`src/rtl/assert_macros.svh`:
```
// ----------------------------------------------------------------------------
// assertion macros
// shared wrappers for clocked concurrent assertions
// ----------------------------------------------------------------------------
`ifndef ASSERT_MACROS_SVH
`define ASSERT_MACROS_SVH

// property checked at every clock edge outside reset
`define SPR_ASSERT(lbl, clk, rst_n, prop, msg) \
    lbl: assert property (@(posedge clk) disable iff (!rst_n) prop) \
        else $error(msg);

// consequence checked in the cycle after the antecedent
`define SPR_ASSERT_NEXT(lbl, clk, rst_n, ante, cons, msg) \
    lbl: assert property (@(posedge clk) disable iff (!rst_n) (ante) |=> (cons)) \
        else $error(msg);

`endif

```
`src/rtl/spr_pkg.sv`:
```
// ----------------------------------------------------------------------------
// spr_pkg
// types, codes and defaults shared by the pattern replace block
// ----------------------------------------------------------------------------
package spr_pkg;

    localparam int WORD_W      = 32;
    localparam int PAT_MAX_DEF = 8;
    localparam int TXT_MAX_DEF = 8;
    localparam int QUEUE_DEPTH = 2;
    localparam int CFG_IDX_W   = 2;
    localparam int CFG_DATA_W  = 4;

    // operation codes of an input request
    localparam logic [1:0] OP_PAT = 2'd0;
    localparam logic [1:0] OP_TXT = 2'd1;
    localparam logic [1:0] OP_SEQ = 2'd2;

    // configuration register indexes
    localparam logic [CFG_IDX_W-1:0] CFG_PLEN = 2'd0;
    localparam logic [CFG_IDX_W-1:0] CFG_TLEN = 2'd1;

    typedef struct packed {
        logic [1:0]               kind;
        logic [2:0]               slot;
        logic signed [WORD_W-1:0] word;
        logic                     last;
    } t_qitem;

    typedef struct packed {
        logic [CFG_DATA_W-1:0] plen;
        logic [CFG_DATA_W-1:0] tlen;
    } t_cfg;

endpackage

```
`src/rtl/spr_intf.sv`:
```
// ----------------------------------------------------------------------------
// spr_intf
// stream and configuration channels of the pattern replace block
// ----------------------------------------------------------------------------
interface spr_in_if;
    import spr_pkg::*;
    logic                     valid;
    logic                     ready;
    logic [1:0]               operation;
    logic [2:0]               slot;
    logic signed [WORD_W-1:0] word;
    logic                     final_word;

    modport source (output valid, operation, slot, word, final_word, input ready);
    modport sink (input valid, operation, slot, word, final_word, output ready);
endinterface

interface spr_out_if;
    import spr_pkg::*;
    logic                     valid;
    logic                     ready;
    logic signed [WORD_W-1:0] out_word;
    logic                     has_word;
    logic                     end_of_run;

    modport source (output valid, out_word, has_word, end_of_run, input ready);
    modport sink (input valid, out_word, has_word, end_of_run, output ready);
endinterface

interface spr_cfg_if;
    import spr_pkg::*;
    logic                  valid;
    logic                  ready;
    logic [CFG_IDX_W-1:0]  index;
    logic [CFG_DATA_W-1:0] data;

    modport source (output valid, index, data, input ready);
    modport sink (input valid, index, data, output ready);
endinterface

```
`src/rtl/spr_front.sv`:
```
// ----------------------------------------------------------------------------
// spr_front
// accepts input requests, drops unused codes and slots, feeds the queue
// ----------------------------------------------------------------------------
module spr_front #(
    parameter int PAT_MAX = spr_pkg::PAT_MAX_DEF,
    parameter int TXT_MAX = spr_pkg::TXT_MAX_DEF
) (
    spr_in_if.sink          i_in,
    input  logic            i_full,
    output logic            o_push,
    output spr_pkg::t_qitem o_item
);
    import spr_pkg::*;

    logic keep;

    always_comb begin
        unique case (i_in.operation)
            OP_PAT:  keep = 32'(i_in.slot) < PAT_MAX;
            OP_TXT:  keep = 32'(i_in.slot) < TXT_MAX;
            OP_SEQ:  keep = 1'b1;
            default: keep = 1'b0;
        endcase
    end

    assign i_in.ready  = !i_full;
    assign o_push      = i_in.valid && !i_full && keep;
    assign o_item.kind = i_in.operation;
    assign o_item.slot = i_in.slot;
    assign o_item.word = i_in.word;
    assign o_item.last = i_in.final_word;

endmodule

```
`src/rtl/spr_fifo.sv`:
```
// ----------------------------------------------------------------------------
// spr_fifo
// short request queue between front and back
// ----------------------------------------------------------------------------
`include "assert_macros.svh"

module spr_fifo #(
    parameter int DEPTH = spr_pkg::QUEUE_DEPTH
) (
    input  logic            i_clk,
    input  logic            i_rst_n,
    input  logic            i_push,
    input  spr_pkg::t_qitem i_item,
    output logic            o_full,
    input  logic            i_pop,
    output logic            o_valid,
    output spr_pkg::t_qitem o_item
);
    import spr_pkg::*;

    localparam int AW = (DEPTH > 1) ? $clog2(DEPTH) : 1;
    localparam int CW = $clog2(DEPTH + 1);

    t_qitem          r_mem [DEPTH];
    logic [AW-1:0]   r_wp, n_wp;
    logic [AW-1:0]   r_rp, n_rp;
    logic [CW-1:0]   r_cnt;
    logic            do_push, do_pop;

    assign o_full  = r_cnt == CW'(DEPTH);
    assign o_valid = r_cnt != '0;
    assign o_item  = r_mem[r_rp];
    assign do_push = i_push && !o_full;
    assign do_pop  = i_pop && o_valid;
    assign n_wp    = (r_wp == AW'(DEPTH - 1)) ? '0 : r_wp + AW'(1);
    assign n_rp    = (r_rp == AW'(DEPTH - 1)) ? '0 : r_rp + AW'(1);

    always_ff @(posedge i_clk) begin
        if (do_push) begin
            r_mem[r_wp] <= i_item;
        end
    end

    always_ff @(posedge i_clk) begin
        if (!i_rst_n) begin
            r_wp  <= '0;
            r_rp  <= '0;
            r_cnt <= '0;
        end else begin
            if (do_push) begin
                r_wp <= n_wp;
            end
            if (do_pop) begin
                r_rp <= n_rp;
            end
            if (do_push && !do_pop) begin
                r_cnt <= r_cnt + CW'(1);
            end else if (do_pop && !do_push) begin
                r_cnt <= r_cnt - CW'(1);
            end
        end
    end

    `SPR_ASSERT(a_no_push_full, i_clk, i_rst_n, (r_cnt == CW'(DEPTH)) |-> !i_push, "push into full queue")

endmodule

```
`src/rtl/spr_back.sv`:
```
// ----------------------------------------------------------------------------
// spr_back
// stores, lookahead window, match check and result sequencing
// ----------------------------------------------------------------------------
`include "assert_macros.svh"

module spr_back #(
    parameter int PAT_MAX = spr_pkg::PAT_MAX_DEF,
    parameter int TXT_MAX = spr_pkg::TXT_MAX_DEF
) (
    input  logic            i_clk,
    input  logic            i_rst_n,
    input  spr_pkg::t_cfg   i_cfg,
    input  logic            i_q_valid,
    input  spr_pkg::t_qitem i_q_item,
    output logic            o_q_pop,
    spr_out_if.source       o_out
);
    import spr_pkg::*;

    localparam int PAW = (PAT_MAX > 1) ? $clog2(PAT_MAX) : 1;
    localparam int TAW = (TXT_MAX > 1) ? $clog2(TXT_MAX) : 1;
    localparam int PLW = $clog2(PAT_MAX + 1);
    localparam int TLW = $clog2(TXT_MAX + 1);

    localparam logic [2:0] S_IDLE  = 3'd0;
    localparam logic [2:0] S_PRE   = 3'd1;
    localparam logic [2:0] S_WORD  = 3'd2;
    localparam logic [2:0] S_CHECK = 3'd3;
    localparam logic [2:0] S_MTXT  = 3'd4;
    localparam logic [2:0] S_FLUSH = 3'd5;

    logic [2:0]               r_state, n_state;
    logic signed [WORD_W-1:0] r_pat [PAT_MAX];
    logic signed [WORD_W-1:0] r_win [PAT_MAX];
    logic signed [WORD_W-1:0] r_txt_mem [TXT_MAX];
    logic signed [WORD_W-1:0] r_txt_q;
    logic [PLW-1:0]           r_fill, n_fill;
    logic                     r_start, n_start;
    logic [PLW-1:0]           r_plen, n_plen;
    logic [TLW-1:0]           r_tlen, n_tlen;
    logic [TAW-1:0]           r_tidx, n_tidx;
    logic signed [WORD_W-1:0] r_word, n_word;
    logic                     r_last, n_last;
    logic                     r_out_valid;
    logic signed [WORD_W-1:0] r_out_word;
    logic                     r_out_has;
    logic                     r_out_end;

    logic                     adv, match, txt_done;
    logic                     pat_we, txt_we, win_push, win_pop;
    logic                     emit, e_has, e_end;
    logic signed [WORD_W-1:0] e_word;
    logic [PLW-1:0]           plen_cur, fill_base, plen_sat;
    logic [TLW-1:0]           tlen_cur, tlen_sat;
    logic [PAW-1:0]           pat_idx, push_idx;
    logic [TAW-1:0]           txt_idx;

    assign adv      = !r_out_valid || o_out.ready;
    assign txt_done = (TLW'(r_tidx) + TLW'(1)) == r_tlen;
    assign pat_idx  = PAW'(i_q_item.slot);
    assign txt_idx  = TAW'(i_q_item.slot);
    assign plen_sat = (32'(i_cfg.plen) > PAT_MAX) ? PLW'(PAT_MAX) : PLW'(i_cfg.plen);
    assign tlen_sat = (32'(i_cfg.tlen) > TXT_MAX) ? TLW'(TXT_MAX) : TLW'(i_cfg.tlen);

    // window against pattern over the latched length
    always_comb begin
        match = 1'b1;
        for (int i = 0; i < PAT_MAX; i++) begin
            if (PLW'(i) < r_plen && r_win[i] != r_pat[i]) begin
                match = 1'b0;
            end
        end
    end

    always_comb begin
        n_state   = r_state;
        n_fill    = r_fill;
        n_start   = r_start;
        n_plen    = r_plen;
        n_tlen    = r_tlen;
        n_tidx    = '0;
        n_word    = r_word;
        n_last    = r_last;
        o_q_pop   = 1'b0;
        pat_we    = 1'b0;
        txt_we    = 1'b0;
        win_push  = 1'b0;
        win_pop   = 1'b0;
        emit      = 1'b0;
        e_word    = r_word;
        e_has     = 1'b1;
        e_end     = 1'b0;
        plen_cur  = r_start ? plen_sat : r_plen;
        tlen_cur  = r_start ? tlen_sat : r_tlen;
        fill_base = r_start ? '0 : r_fill;
        push_idx  = fill_base[PAW-1:0];
        unique case (r_state)
            S_IDLE: begin
                if (i_q_valid) begin
                    o_q_pop = 1'b1;
                    unique case (i_q_item.kind)
                        OP_PAT: pat_we = 1'b1;
                        OP_TXT: txt_we = 1'b1;
                        OP_SEQ: begin
                            n_word  = i_q_item.word;
                            n_last  = i_q_item.last;
                            n_start = i_q_item.last;
                            n_plen  = plen_cur;
                            n_tlen  = tlen_cur;
                            if (plen_cur == '0) begin
                                n_fill  = '0;
                                n_state = (r_start && tlen_cur != '0) ? S_PRE : S_WORD;
                            end else begin
                                win_push = 1'b1;
                                n_fill   = fill_base + PLW'(1);
                                n_state  = S_CHECK;
                            end
                        end
                        default: ;
                    endcase
                end
            end
            S_PRE: begin
                n_tidx = r_tidx;
                if (adv) begin
                    emit   = 1'b1;
                    e_word = r_txt_q;
                    if (txt_done) begin
                        n_tidx  = '0;
                        n_state = S_WORD;
                    end else begin
                        n_tidx = r_tidx + TAW'(1);
                    end
                end
            end
            S_WORD: begin
                if (adv) begin
                    emit    = 1'b1;
                    e_word  = r_word;
                    e_end   = r_last;
                    n_state = S_IDLE;
                end
            end
            S_CHECK: begin
                if (r_fill == r_plen) begin
                    if (match) begin
                        n_fill = '0;
                        if (r_tlen != '0) begin
                            n_state = S_MTXT;
                        end else begin
                            n_state = r_last ? S_FLUSH : S_IDLE;
                        end
                    end else if (adv) begin
                        emit    = 1'b1;
                        e_word  = r_win[0];
                        e_end   = r_last && r_fill == PLW'(1);
                        win_pop = 1'b1;
                        n_fill  = r_fill - PLW'(1);
                        n_state = (r_last && r_fill != PLW'(1)) ? S_FLUSH : S_IDLE;
                    end
                end else begin
                    n_state = r_last ? S_FLUSH : S_IDLE;
                end
            end
            S_MTXT: begin
                n_tidx = r_tidx;
                if (adv) begin
                    emit   = 1'b1;
                    e_word = r_txt_q;
                    e_end  = r_last && txt_done;
                    if (txt_done) begin
                        n_tidx  = '0;
                        n_state = S_IDLE;
                    end else begin
                        n_tidx = r_tidx + TAW'(1);
                    end
                end
            end
            S_FLUSH: begin
                if (adv) begin
                    emit = 1'b1;
                    if (r_fill == '0) begin
                        e_word  = '0;
                        e_has   = 1'b0;
                        e_end   = 1'b1;
                        n_state = S_IDLE;
                    end else begin
                        e_word  = r_win[0];
                        e_end   = r_fill == PLW'(1);
                        win_pop = 1'b1;
                        n_fill  = r_fill - PLW'(1);
                        if (r_fill == PLW'(1)) begin
                            n_state = S_IDLE;
                        end
                    end
                end
            end
            default: n_state = S_IDLE;
        endcase
    end

    // pattern store and lookahead window
    always_ff @(posedge i_clk) begin
        for (int i = 0; i < PAT_MAX; i++) begin
            if (pat_we && pat_idx == PAW'(i)) begin
                r_pat[i] <= i_q_item.word;
            end
        end
        if (win_pop) begin
            for (int i = 0; i < PAT_MAX - 1; i++) begin
                r_win[i] <= r_win[i + 1];
            end
        end
        for (int i = 0; i < PAT_MAX; i++) begin
            if (win_push && push_idx == PAW'(i)) begin
                r_win[i] <= i_q_item.word;
            end
        end
    end

    // text store with registered read and write forwarding
    always_ff @(posedge i_clk) begin
        if (txt_we) begin
            r_txt_mem[txt_idx] <= i_q_item.word;
        end
        if (txt_we && txt_idx == n_tidx) begin
            r_txt_q <= i_q_item.word;
        end else begin
            r_txt_q <= r_txt_mem[n_tidx];
        end
    end

    always_ff @(posedge i_clk) begin
        r_word <= n_word;
        if (emit) begin
            r_out_word <= e_word;
            r_out_has  <= e_has;
            r_out_end  <= e_end;
        end
    end

    always_ff @(posedge i_clk) begin
        if (!i_rst_n) begin
            r_state     <= S_IDLE;
            r_fill      <= '0;
            r_start     <= 1'b1;
            r_plen      <= '0;
            r_tlen      <= '0;
            r_tidx      <= '0;
            r_last      <= 1'b0;
            r_out_valid <= 1'b0;
        end else begin
            r_state <= n_state;
            r_fill  <= n_fill;
            r_start <= n_start;
            r_plen  <= n_plen;
            r_tlen  <= n_tlen;
            r_tidx  <= n_tidx;
            r_last  <= n_last;
            if (emit) begin
                r_out_valid <= 1'b1;
            end else if (o_out.ready) begin
                r_out_valid <= 1'b0;
            end
        end
    end

    assign o_out.valid      = r_out_valid;
    assign o_out.out_word   = r_out_word;
    assign o_out.has_word   = r_out_has;
    assign o_out.end_of_run = r_out_end;

    `SPR_ASSERT(a_fill_in_range, i_clk, i_rst_n, r_fill <= r_plen, "window fill beyond pattern length")
    `SPR_ASSERT(a_flush_on_last, i_clk, i_rst_n, (r_state == S_FLUSH) |-> r_last, "flush without last word")
    `SPR_ASSERT_NEXT(a_end_rearms, i_clk, i_rst_n, emit && e_end, r_start && r_state == S_IDLE, "end of run without restart")

endmodule

```
`src/rtl/stream_pattern_replace_core.sv`:
```
// write request: stored in the back end once taken from the queue
// sequence word: window load, then match check that passes the oldest word on
// match: window check, then the text words in turn; a final word also flushes the window
// text before first word (empty pattern): the text words in turn, then the word itself
// results leave through an output register; a queue of Q_DEPTH requests sits in front
// reset: synchronous, clears control state; pattern and text stores hold until written
// ----------------------------------------------------------------------------
// stream_pattern_replace_core
// leftmost non-overlapping find and replace over a stream of words
// ----------------------------------------------------------------------------
module stream_pattern_replace_core #(
    parameter int PAT_MAX = spr_pkg::PAT_MAX_DEF,
    parameter int TXT_MAX = spr_pkg::TXT_MAX_DEF,
    parameter int Q_DEPTH = spr_pkg::QUEUE_DEPTH
) (
    input  logic      i_clk,
    input  logic      i_rst_n,
    spr_in_if.sink    i_in,
    spr_out_if.source o_out,
    spr_cfg_if.sink   i_cfg
);
    import spr_pkg::*;

    t_cfg   r_cfg;
    t_qitem front_item, q_item;
    logic   front_push, q_full, q_valid, q_pop;

    assign i_cfg.ready = 1'b1;

    always_ff @(posedge i_clk) begin
        if (!i_rst_n) begin
            r_cfg <= '0;
        end else if (i_cfg.valid) begin
            unique case (i_cfg.index)
                CFG_PLEN: r_cfg.plen <= i_cfg.data;
                CFG_TLEN: r_cfg.tlen <= i_cfg.data;
                default: ;
            endcase
        end
    end

    spr_front #(
        .PAT_MAX (PAT_MAX),
        .TXT_MAX (TXT_MAX)
    ) u_front (
        .i_in   (i_in),
        .i_full (q_full),
        .o_push (front_push),
        .o_item (front_item)
    );

    spr_fifo #(
        .DEPTH (Q_DEPTH)
    ) u_fifo (
        .i_clk   (i_clk),
        .i_rst_n (i_rst_n),
        .i_push  (front_push),
        .i_item  (front_item),
        .o_full  (q_full),
        .i_pop   (q_pop),
        .o_valid (q_valid),
        .o_item  (q_item)
    );

    spr_back #(
        .PAT_MAX (PAT_MAX),
        .TXT_MAX (TXT_MAX)
    ) u_back (
        .i_clk     (i_clk),
        .i_rst_n   (i_rst_n),
        .i_cfg     (r_cfg),
        .i_q_valid (q_valid),
        .i_q_item  (q_item),
        .o_q_pop   (q_pop),
        .o_out     (o_out)
    );

endmodule
```
`src/flat_wrapper.sv`:
```
// flat-port wrapper written by rule: the top's interface ports become plain ports
module stream_pattern_replace_core_flat import spr_pkg::*;
#(
    parameter int PAT_MAX = spr_pkg::PAT_MAX_DEF,
    parameter int TXT_MAX = spr_pkg::TXT_MAX_DEF,
    parameter int Q_DEPTH = spr_pkg::QUEUE_DEPTH
)
  (i_clk, i_rst_n, i_in_valid, i_in_operation, i_in_slot, i_in_word, i_in_final_word, i_in_ready, o_out_valid, o_out_out_word, o_out_has_word, o_out_end_of_run, o_out_ready, i_cfg_valid, i_cfg_index, i_cfg_data, i_cfg_ready);
  spr_in_if i_in_i ();
  spr_out_if o_out_i ();
  spr_cfg_if i_cfg_i ();
  input  logic i_clk;
  input  logic i_rst_n;
  input wire logic [$bits(i_in_i.valid)-1:0] i_in_valid;
  input wire logic [$bits(i_in_i.operation)-1:0] i_in_operation;
  input wire logic [$bits(i_in_i.slot)-1:0] i_in_slot;
  input wire logic [$bits(i_in_i.word)-1:0] i_in_word;
  input wire logic [$bits(i_in_i.final_word)-1:0] i_in_final_word;
  output wire logic [$bits(i_in_i.ready)-1:0] i_in_ready;
  output wire logic [$bits(o_out_i.valid)-1:0] o_out_valid;
  output wire logic [$bits(o_out_i.out_word)-1:0] o_out_out_word;
  output wire logic [$bits(o_out_i.has_word)-1:0] o_out_has_word;
  output wire logic [$bits(o_out_i.end_of_run)-1:0] o_out_end_of_run;
  input wire logic [$bits(o_out_i.ready)-1:0] o_out_ready;
  input wire logic [$bits(i_cfg_i.valid)-1:0] i_cfg_valid;
  input wire logic [$bits(i_cfg_i.index)-1:0] i_cfg_index;
  input wire logic [$bits(i_cfg_i.data)-1:0] i_cfg_data;
  output wire logic [$bits(i_cfg_i.ready)-1:0] i_cfg_ready;
  assign i_in_i.valid = i_in_valid;
  assign i_in_i.operation = i_in_operation;
  assign i_in_i.slot = i_in_slot;
  assign i_in_i.word = i_in_word;
  assign i_in_i.final_word = i_in_final_word;
  assign i_in_ready = i_in_i.ready;
  assign o_out_valid = o_out_i.valid;
  assign o_out_out_word = o_out_i.out_word;
  assign o_out_has_word = o_out_i.has_word;
  assign o_out_end_of_run = o_out_i.end_of_run;
  assign o_out_i.ready = o_out_ready;
  assign i_cfg_i.valid = i_cfg_valid;
  assign i_cfg_i.index = i_cfg_index;
  assign i_cfg_i.data = i_cfg_data;
  assign i_cfg_ready = i_cfg_i.ready;
  stream_pattern_replace_core #(.PAT_MAX(PAT_MAX), .TXT_MAX(TXT_MAX), .Q_DEPTH(Q_DEPTH)) u_core (.i_clk(i_clk), .i_rst_n(i_rst_n), .i_in(i_in_i), .o_out(o_out_i), .i_cfg(i_cfg_i));
endmodule
```
`config.mk`:
```
export PLATFORM = sky130hd
export DESIGN_NAME = stream_pattern_replace_core_flat
export DESIGN_NICKNAME = d
export VERILOG_FILES = /design/src/rtl/spr_pkg.sv /design/src/rtl/spr_intf.sv /design/src/rtl/spr_front.sv /design/src/rtl/spr_fifo.sv /design/src/rtl/spr_back.sv /design/src/rtl/stream_pattern_replace_core.sv /design/src/flat_wrapper.sv
export VERILOG_INCLUDE_DIRS = /design/src /design/src/rtl
export SDC_FILE = /design/constraint.sdc
export NUM_CORES = 1
export LEC_CHECK = 0
export BUFFER_PORTS_ARGS = -buffer_cell sky130_fd_sc_hd__clkbuf_2
export CORE_MARGIN = 2
export CORE_UTILIZATION = 40
export DETAILED_ROUTE_END_ITERATION = 16
export PLACE_DENSITY_LB_ADDON = 0.1
export SLEW_MARGIN = 20
export SYNTH_ARGS = -nofsm -noshare
export SYNTH_HDL_FRONTEND = slang
export SYNTH_SLANG_ARGS = --single-unit
```
`constraint.sdc`:
```
create_clock -name i_clk -period 9.85 [get_ports i_clk]
set_input_delay 1.4775 -clock i_clk [delete_from_list [all_inputs] [get_ports i_clk]]
set_output_delay 1.4775 -clock i_clk [all_outputs]
set_load 0.05 [all_outputs]
```
==> metrics.yaml, run 1 <==
cts_hold_buf: 0
hold_viol_final: 0
drc: 0
cpPeakStageDelay_ns: 1.04
max_slew.worst_pin.slew_ns: 1.22
layout.nets: 2761
cts.sinks: 947
num_rows: 114
postLayoutSetupSlackWorst_ns: 5.15
critical_path_peak_fanout: 65
cap_violations: 0
drt_iter0_markers: 2661
cts_buffers: 100
drtAntennaViolNets: 0
ys_async_sr_fraction: 0
grt_pass1_vias: 22600
synth_flop_cell: "edfxtp_1"
postCtsResizedCells: 0
wl_per_cell_um: 28.8
ys_warn_count: 0
crit_top_cell: "buf_4"
synth_cell_types: 63
cp-start-kind: "flop"
cpMaxStageDelayCell: "nor4_1"
setup_tns_ns: 0
syn_avg_cell_area_um2: 15.3
cts_tree: "yes"
vdd_drop_max_mv: 0.129
path_class: "flop to flop"
die_area_um2: 99600
cts_setup_buffers: 0
hold_class: "flop to flop"
setup_viol: 0
postSynthCellCount: 2541
layout_min_cycle_time_ns: 4.70
worst_skew_pair.late_latency_ns: 0.68
layoutNonFillerInstCount: 4067
synth.area.top_cells: "edfxtp_1 (70%), xnor2_1 (5.9%), mux4_2 (3.7%)"
synth_seq_cells: 947
grt_pass1_wl_um: 165000
dp_slack_ns: 5.27
fin_util: 0.462
path_cells: "xnor2_1 -> nand4_1 -> nor4_1 -> a32oi_1 -> a2111o_1 -> o21ai_4 -> a21oi_4 -> buf_4 -> a21oi_4 -> buf_4 -> nand2_1 -> buf_4"
grt_usage: 0.234
max-slew-margin-rel: 0.180
cts_buffer_depth: 3
leakage_nw: 14.4
finalClockSkew_ns: 0.0308
yosysTopAreaCell: "edfxtp_1"
drive_gt1_frac: 0.165
dr.pass1.iters: 6
cts.reportedPaths.clkPinSlew_ns: 0.06
drt-total-wl_um: 117000
start_util: 0.403
syn-num-nets: 2601
vias: 23000
synth_edf_count: 910
boundaryPins: 86
portBuffers: 84
worstSetupEndpointType: "flop"
core_area_um2: 96400
area_growth_pct: 14.7
maxSlewViolCount: 0
powerDensity_nw_per_um2: 240
max_freq_mhz: 213
synth_top_area_frac: 0.704
power_mw: 10.7
rsz0062_at_grt: "false"
gp_congestion: 0.875
period_share: 0.477
ys_seq_area_frac: 0.723
drt-vias-per-instance: 5.66
outcome: "complete, no violations"
fillers: 8496
die_h_um: 316
cp.buffers_inverters: 3
grt_max_degree: 74
synth_area_um2: 38800
clockRootBuffer: "clkbuf_16"
overflow: 0
critPathRequiredTime_ns: 10.22
dp_hpwl_um: 75800
antenna_found_initial: 7
arrival_ns: 5.07
place_inst: 3874
h-tree-depth: 3
path_delay_family: "simple AND/OR/NAND/NOR gates"
die_x_um: 316
registers in the layout, indices dropped and copies added (netlist names), named ones only:
register	cells
u_core.u_back.r_word	32
u_core.u_fifo.r_rp	1
u_core.u_fifo.r_wp	1
u_core.u_back.r_plen	4
u_core.u_back.o_out.valid	1
u_core.u_back.o_out.end_of_run	1
u_core.u_back.r_start	1
u_core.u_back.r_win	256
u_core.u_back.r_txt_mem	256
u_core.u_back.r_tidx	3
u_core.u_fifo.r_mem	76
u_core.u_back.r_fill	4
u_core.u_back.r_last	1
u_core.u_back.r_pat	256
u_core.u_back.o_out.has_word	1
u_core.u_fifo.r_cnt	2
u_core.r_cfg	8
u_core.u_back.r_state	3
u_core.u_back.r_tlen	4
u_core.u_back.o_out.out_word	32
cells in the final DEF, fill, tap and decap left out, types with 34 or more instances in the layout:
master     netlist  routed
a21oi_1         64      63
a221oi_1        35      35
buf_4            3      89
clkbuf_16        0     103
clkbuf_2         0      84
edfxtp_1       910     910
inv_1           45      44
mux2i_1         74      74
mux4_2          64      64
nand2_1        236     231
nand4_1         69      69
nor2_1         128     110
nor3_1          44      44
o21ai_0        237     237
o22ai_1         34      34
xnor2_1        263     263
cells by family after synthesis:
family	Yosys count	synth area share
other	1	0.0000966
multiplexers	171	0.0658
AO/OA/AOI/OAI	435	0.0663
buffers and inverters	162	0.0168
AND/OR/NAND/NOR	544	0.0636
flip-flops	947	0.723
adder cells (fa/ha/maj)	12	0.00380
XOR/XNOR	269	0.0607
worst reg2reg max path: stages (launching register included):
cell and delay [ns]:
edfxtp_1 0.44, xnor2_1 0.25, nand4_1 0.13, nor4_1 1.04, a32oi_1 0.13, a2111o_1 0.45
o21ai_4 0.24, a21oi_4 0.08, buf_4 0.33, a21oi_4 0.23, buf_4 0.53, nand2_1 0.22
buf_4 0.32
path summary, 6_finish.rpt:
path,startpoint,slack [ns],endpoint,cells after the start
worst max-delay path,u_core.u_back.r_win[1][89]$_DFFE_PP_,5.15,u_core.u_back.r_win[1][16]$_DFFE_PP_,12
worst min-delay path,u_core.u_back.r_tlen[3]$_SDFFE_PN0P_,0.49,u_core.u_back.r_tlen[3]$_SDFFE_PN0P_,2
worst max register to register,u_core.u_back.r_win[1][89]$_DFFE_PP_,5.15,u_core.u_back.r_win[1][16]$_DFFE_PP_,12
worst min register to register,u_core.u_back.r_tlen[3]$_SDFFE_PN0P_,0.49,u_core.u_back.r_tlen[3]$_SDFFE_PN0P_,2
per-stage QoR:
stage	area, µm²	hold slack (ns)
final	44500	0.488
after global routing	44500	0.540
after CTS	44500	0.490
after detailed placement	41300	0.482
after global placement	41200	0.481
after floorplan	38800	0.462
synthesized netlist by cell type (14+ instances only):
cell        n
edfxtp_1  910
xnor2_1   263
o21ai_0   237
nand2_1   236
nor2_1    128
clkbuf_1   84
mux2i_1    74
nand4_1    69
a21oi_1    64
mux4_2     64
inv_1      45
nor3_1     44
dfxtp_1    37
a221oi_1   35
o22ai_1    34
a211oi_1   32
mux2_2     30
nor4_1     19
buf_1      14
buf_2      14
metal layers:
metal,track usage,vias to the layer above,share of wire
met5,0,-,0
met4,0.0686,0,0.027
met3,0.0338,168,0.063
met2,0.386,863,0.48
met1,0.324,12000,0.43
li1,-,10000,-
where the power goes:
part           internal, mW  switching [mW]
Sequential             4.86           0.135
Combinational         0.502            1.46
Clock                  2.15            1.57
layout make-up:
class | count | area (µm²) | share of cell area
Sequential cell | 947 | 28100 | 0.631
Multi-Input combinational cell | 1432 | 10300 | 0.231
Clock buffer | 136 | 2720 | 0.0611
Tap cell | 1276 | 1600 | 0.0359
Timing Repair Buffer | 175 | 1140 | 0.0255
Clock inverter | 53 | 507 | 0.0114
Inverter | 45 | 169 | 0.00379
Antenna cell | 3 | 7.51 | 0.000169
No activity file was read; power rests on OpenSTA's default activity.
==> inputs of run 2 (changes only) <==
- clock period: 9.85 -> 4.8 ns (I/O delays scaled with it)
==> run 2 against run 1 <==
Compared with the run above:
- clock power is 110% higher
- global-route usage is 0.32 points higher
- final cell count grew 0.79%
- combinational power up 100%
- sequential share of layout area is 0.43 points lower
- sequential cell count stayed put
- setup slack lost 4.8 ns
- count of clock-buffer cells in the layout decreased by 13
- critical path depth down 1
- non-clock buffer count rose by 32
- critical path type unchanged
- critical endpoint is now u_core.u_back.r_win[1][40]$_DFFE_PP_
==> metrics.yaml, run 2 (same netlist as run 1, synthesis figures left out) <==
outcome: "complete, no violations"
clkPwrFrac: 0.351  # +0.002
die_area_um2: 99600  # unchanged
worst_r2r_path_depth: 11  # -1
drt-vias-per-instance: 5.64  # -0.38%
max-slew-margin-rel: 0.208  # +0.0279
hold_viol_final: 0  # unchanged
switching_share: 0.295  # -0.00213
die_h_um: 316  # unchanged
place_area_um2: 41500  # +0.61%
p_int_mw: 15.5  # +110%
area_growth_pct: 15.4
wl_per_cell_um: 28.9  # +0.25%
drtAntennaViolNets: 0  # unchanged
overflow: 0  # unchanged
cts_tree: "yes"
fillers: 8525  # +0.34%
critPathLaunch: "u_core.u_back.r_win[1][56]$_DFFE_PP_"
drt_iter0_markers: 2586  # -2.8%
cts_hold_buf: 0  # unchanged
grt_pass1_wl_um: 168000  # +1.5%
drc: 0  # unchanged
worstSetupEndpoint: "u_core.u_back.r_win[1][40]$_DFFE_PP_"
vdd_drop_max_mv: 0.229  # +77%
cts_setup_buffers: 0  # unchanged
grt_max_degree: 66  # -11%
setup_tns_ns: 0  # unchanged
gp_congestion: 0.867  # -0.90%
r2r_slack_ns: 0.33  # -4.81 ns
worstSetupEndpointType: "flop"
grt_pass1_vias: 23100  # +2.2%
switchingPower_mw: 6.49  # +100%
vias: 23100  # +0.40%
dr.pass1.iters: 6  # unchanged
layout_min_cycle_time_ns: 4.47  # -0.235 ns
max_slew.worst_pin.slew_ns: 1.19  # -0.0319 ns
largestRegisters: "u_core.u_back.r_pat x256, u_core.u_back.r_txt_mem x256, u_core.u_back.r_win x256"
cts.reportedPaths.clkPinSlew_ns: 0.06  # about the same
timing.rr.end: "u_core.u_back.r_win[1][40]$_DFFE_PP_"
boundaryPins: 86  # unchanged
cap_violations: 0  # unchanged
reg2reg_from: "u_core.u_back.r_win[1][56]$_DFFE_PP_"
postCtsResizedCells: 0  # unchanged
critical_path_peak_fanout: 24  # -63%
portBuffers: 84  # unchanged
cp-start-kind: "flop"
arrival_ns: 4.86  # -0.21 ns
finalClockSkew_ns: 0.0308  # +0.0000565 ns
cts_buffer_depth: 3  # unchanged
max_freq_mhz: 224  # +5.3%
leakage_nw: 14.6  # +1.7%
powerDensity_nw_per_um2: 491  # +100%
die_x_um: 316  # unchanged
cpPeakStageDelay_ns: 0.66  # -0.38 ns
seqPwrFrac: 0.468  # about the same
cts_buffers: 103  # +3.0%
setup_viol: 0  # unchanged
antenna_found_initial: 15  # +8
drive_gt1_frac: 0.177  # +0.0119
path_cells: "xnor2_1 -> nand4_1 -> nor4_1 -> nand4_1 -> a2111o_1 -> o21ai_4 -> a21oi_4 -> a21oi_4 -> buf_4 -> nand2_1 -> buf_4"
period_share: 0.930  # +0.453
drt-total-wl_um: 118000  # +1.0%
core_area_um2: 96400  # unchanged
cts.sinks: 947  # unchanged
h-tree-depth: 3  # unchanged
comb_power_share: 0.181  # -0.003
layout_commonest_cell: "edfxtp_1"
layout_common_cells: "edfxtp_1 (910), xnor2_1 (263), o21ai_0 (237)"
dp_hpwl_um: 79300  # +4.7%
cpMaxStageDelayCell: "nor4_1"
critPathRequiredTime_ns: 5.20  # -5.02 ns
fin_area_um2: 44800  # +0.69%
worst_skew_pair.late_latency_ns: 0.69  # about the same
num_rows: 114  # unchanged
rsz0062_at_grt: "false"
maxSlewViolCount: 0  # unchanged
start_util: 0.403  # unchanged
path_class: "flop to flop"
hold_class: "primary input to flop"
grt_usage: 0.237  # +0.00325
layout.nets: 2796  # +1.3%
clockRootBuffer: "clkbuf_16"
## run 2: power by group through the flow
stage                     combinational [mW]  sequential (mW)  clock [mW]
after global placement                  3.90             10.5           0
after floorplan                         1.82             10.6           0
after CTS                               3.99             10.3        7.87
after detailed placement                3.98             10.5           0
final                                   3.98             10.3        7.73
after global routing                    4.20             10.3        8.20
## run 2: worst min path at each step
stage / end / depth (start not counted) / start / slack (ns)
4_1_cts: u_core.u_fifo.r_mem[0][18]$_DFFE_PP_ / 1 / i_in_word[17] / 0.19
3_5_place_dp: u_core.u_fifo.r_rp$_SDFFE_PN0P_ / 2 / u_core.u_fifo.r_rp$_SDFFE_PN0P_ / 0.50
5_1_grt: u_core.u_fifo.r_mem[0][18]$_DFFE_PP_ / 1 / i_in_word[17] / 0.23
2_1_floorplan: u_core.u_back.r_tlen[3]$_SDFFE_PN0P_ / 2 / u_core.u_back.r_tlen[3]$_SDFFE_PN0P_ / 0.46
6_report: u_core.u_fifo.r_mem[1][18]$_DFFE_PP_ / 1 / i_in_word[17] / 0.23
3_3_place_gp: u_core.u_back.r_tlen[3]$_SDFFE_PN0P_ / 2 / u_core.u_back.r_tlen[3]$_SDFFE_PN0P_ / 0.48
## run 2: stage by stage
step / instances / worst slack (ns) / power, mW / utilization / hold WS (ns)
after global routing: 4099 / 0.316 / 22.7 / 0.465 / 0.230
after CTS: 4095 / 0.393 / 22.2 / 0.464 / 0.193
after floorplan: 2541 / 1.14 / 12.4 / - / 0.462
after global placement: 3904 / 0.439 / 14.4 / 0.430 / 0.483
final: 4099 / 0.334 / 22.0 / 0.465 / 0.229
after detailed placement: 3905 / 0.448 / 14.5 / 0.430 / 0.503
## run 2: metal layers
metal	up-vias	track usage	routed length, µm
li1	10100	-	-
met1	12000	0.326	50300
met2	901	0.383	56600
met3	161	0.0424	8160
met4	2	0.0799	3450
met5	-	0	13
## run 2: layout make-up
cell class	instances	area, µm²	area share
clock buffers	123	2670	0.0597
multi-input cells	1432	10300	0.230
well taps	1276	1600	0.0356
flip-flops and latches	947	28100	0.626
diodes	2	5.00	0.000112
repair buffers	207	1420	0.0317
clock inverters	67	588	0.0131
inverters	45	169	0.00377
## run 2: worst max-delay path: cells and delay by family, from the launching register on
kind            cells  cell delay, ns
simple gates        4            1.43
flops               1            0.46
compound gates      4            1.52
buf+inv             2            0.57
xor+xnor            1            0.17
==> inputs of run 3 (changes only) <==
--- a/config.mk
+++ b/config.mk
@@ -8,5 +8,4 @@
 export LEC_CHECK = 0
 export BUFFER_PORTS_ARGS = -buffer_cell sky130_fd_sc_hd__clkbuf_2
-export CORE_MARGIN = 2
 export CORE_UTILIZATION = 40
 export DETAILED_ROUTE_END_ITERATION = 16
==> constraint.sdc (replaced) <==
create_clock -name i_clk -period 4.8 [get_ports i_clk]
set_input_delay 0.72 -clock i_clk [delete_from_list [all_inputs] [get_ports i_clk]]
set_output_delay 0.72 -clock i_clk [all_outputs]
set_load 0.005 [all_outputs]
==> run 3 against run 2 <==
Compared with the run above:
- register-to-register slack improved by 0.16 ns
- clock power up 6.7%
- wire length fell by 2.8%
- sequential power hardly changed
- global-route usage is 0.31 points lower
- setup slack improved by 0.16 ns
- final area increased by 0.27%
- count of clock-buffer cells in the layout shrank 3
- combinational power fell by 9.8%
- critical endpoint is now u_core.u_back.o_out.out_word[26]$_DFFE_PP_
- largest cell class unchanged
==> metrics.yaml, run 3 (same netlist as run 1, synthesis figures left out) <==
drt-vias-per-instance: 5.62  # -0.32%
portBuffers: 84  # unchanged
cpPeakStageDelay_ns: 0.81  # +0.15 ns
drt_iter0_markers: 2385  # -7.8%
setup_tns_ns: 0  # unchanged
vdd_drop_max_mv: 0.301  # +32%
leakage_nw: 14.7  # +0.31%
core_area_um2: 95600  # -0.88%
cts_setup_buffers: 0  # unchanged
drt-total-wl_um: 115000  # -2.8%
grt_usage: 0.234  # -0.00308
critPathRequiredTime_ns: 5.09  # -0.11 ns
max-slew-margin-rel: 0.210  # +0.00232
largestRegisters: "u_core.u_back.r_pat x256, u_core.u_back.r_txt_mem x256, u_core.u_back.r_win x256"
hold_viol_final: 0  # unchanged
cts.sinks: 947  # unchanged
postCtsResizedCells: 0  # unchanged
drtAntennaViolNets: 0  # unchanged
hold_depth: 1  # unchanged
hp-start: "i_in_word[23]"
worst_skew_pair.late_latency_ns: 0.69  # about the same
critical_path_peak_fanout: 34  # +42%
clockRootBuffer: "clkbuf_16"
layout.nets: 2786  # -0.36%
critPathLaunch: "u_core.u_back.r_win[1][3]$_DFFE_PP_"
cts_buffer_depth: 3  # unchanged
rsz0062_at_grt: "false"
boundaryPins: 86  # unchanged
max_slew.worst_pin.slew_ns: 1.18  # -0.00945 ns
timing.rr.end: "u_core.u_back.o_out.out_word[26]$_DFFE_PP_"
crit_top_cell: "nand4_1"
reg2reg_from: "u_core.u_back.r_win[1][3]$_DFFE_PP_"
max_freq_mhz: 232  # +3.8%
drc: 0  # unchanged
vias: 22900  # -0.85%
grt_max_degree: 66  # unchanged
worstSetupEndpointType: "flop"
cts.reportedPaths.clkPinSlew_ns: 0.06  # about the same
layout_commonest_cell: "edfxtp_1"
dp_hpwl_um: 76200  # -3.9%
fillers: 8346  # -2.1%
h-tree-depth: 3  # unchanged
multi_input_area_um2: 10300  # about the same
die_x_um: 314  # -0.63%
wl_per_cell_um: 28.3  # -2.2%
drive_gt1_frac: 0.175  # -0.00121
layout_min_cycle_time_ns: 4.30  # -0.163 ns
maxSlewViolCount: 0  # unchanged
period_share: 0.896  # -0.0340
die_h_um: 314  # -0.63%
r2r_slack_ns: 0.50  # +0.16 ns
worstHoldEndpoint: "u_core.u_fifo.r_mem[0][24]$_DFFE_PP_"
die_area_um2: 98300  # -1.3%
path_cells: "xnor2_1 -> nand4_1 -> nor4_2 -> nand4_1 -> a2111o_1 -> o21ai_4 -> and2_1 -> o21ai_0 -> a31o_2"
regArea_um2: 28100  # unchanged
area_growth_pct: 15.8
num_antenna_cells: 0  # -2
cts_buffers: 103  # unchanged
holdWs_ns: 0.225  # -0.00391 ns
worst_r2r_path_depth: 9  # -2
grt_pass1_vias: 22700  # -1.6%
arrival_ns: 4.59  # -0.27 ns
setup_viol: 0  # unchanged
path_class: "flop to flop"
overflow: 0  # unchanged
dr.pass1.iters: 6  # unchanged
start_util: 0.406  # +0.00356
antenna_found_initial: 10  # -5
cap_violations: 0  # unchanged
gp_congestion: 0.878  # +1.3%
outcome: "complete, no violations"
cp-start-kind: "flop"
layout_common_cells: "edfxtp_1 (910), xnor2_1 (263), o21ai_0 (237)"
powerDensity_nw_per_um2: 492  # +0.20%
cpMaxStageDelayCell: "nor4_2"
cts_tree: "yes"
hold_class: "primary input to flop"
finalClockSkew_ns: 0.0303  # -0.000522 ns
num_rows: 113  # -0.88%
grt_pass1_wl_um: 164000  # -2.2%
cts_hold_buf: 0  # unchanged
-- run 3: worst max-delay path, delay by kind of cell, from the launching register on --
kind / cells / cell delay, ns
and+or+nand+nor: 4 / 1.72
AOI/OAI and AO/OA: 4 / 1.56
DFF: 1 / 0.41
xor gates and xnor gates: 1 / 0.18
-- run 3: power breakdown --
group / total (mW) / switching [mW] / leakage (nW) / internal, mW
combinational: 3.59 / 2.53 / 4.42 / 1.06
clock: 8.25 / 3.26 / 1.72 / 4.99
sequential: 10.3 / 0.312 / 8.52 / 9.97
total: 22.1 / 6.11 / 14.7 / 16.0
-- run 3: stage by stage --
stage / total power [mW] / setup slack [ns] / util / std cells / instance area (µm²)
3_3_place_gp: 14.0 / 0.604 / 0.433 / 3886 / 41400
2_1_floorplan: 12.1 / 1.14 / - / 2541 / 38800
6_report: 22.1 / 0.497 / 0.470 / 4077 / 44900
3_5_place_dp: 14.0 / 0.618 / 0.433 / 3886 / 41400
5_1_grt: 22.8 / 0.456 / 0.470 / 4077 / 44900
4_1_cts: 22.3 / 0.603 / 0.470 / 4077 / 44900
-- run 3: metal layers --
metal / up-vias / GRT usage / share of wire
li1: 10100 / - / -
met1: 11700 / 0.321 / 0.42
met2: 924 / 0.380 / 0.48
met3: 190 / 0.0387 / 0.067
met4: 0 / 0.0786 / 0.034
met5: - / 0 / 0
-- run 3: cell type report --
cell class / instances / share of cell area
clock inverter: 71 / 0.0175
tap: 1265 / 0.0352
clock buffer: 120 / 0.0611
sequential: 947 / 0.625
multi-input combinational: 1432 / 0.229
inverter: 45 / 0.00376
timing repair buffer: 197 / 0.0285
-- run 3: how the worst max path moves through the flow --
stage               depth (start not counted)                                    endpoint  slack [ns]
global placement                           11        u_core.u_back.r_win[1][18]$_DFFE_PP_        0.60
finish                                      9  u_core.u_back.o_out.out_word[26]$_DFFE_PP_        0.50
floorplan                                   6     u_core.u_back.r_txt_mem[4][0]$_DFFE_PP_        1.14
CTS                                        11        u_core.u_back.r_win[1][25]$_DFFE_PP_        0.60
global route                                9  u_core.u_back.o_out.out_word[26]$_DFFE_PP_        0.46
detailed placement                          9  u_core.u_back.o_out.out_word[30]$_DFFE_PP_        0.62
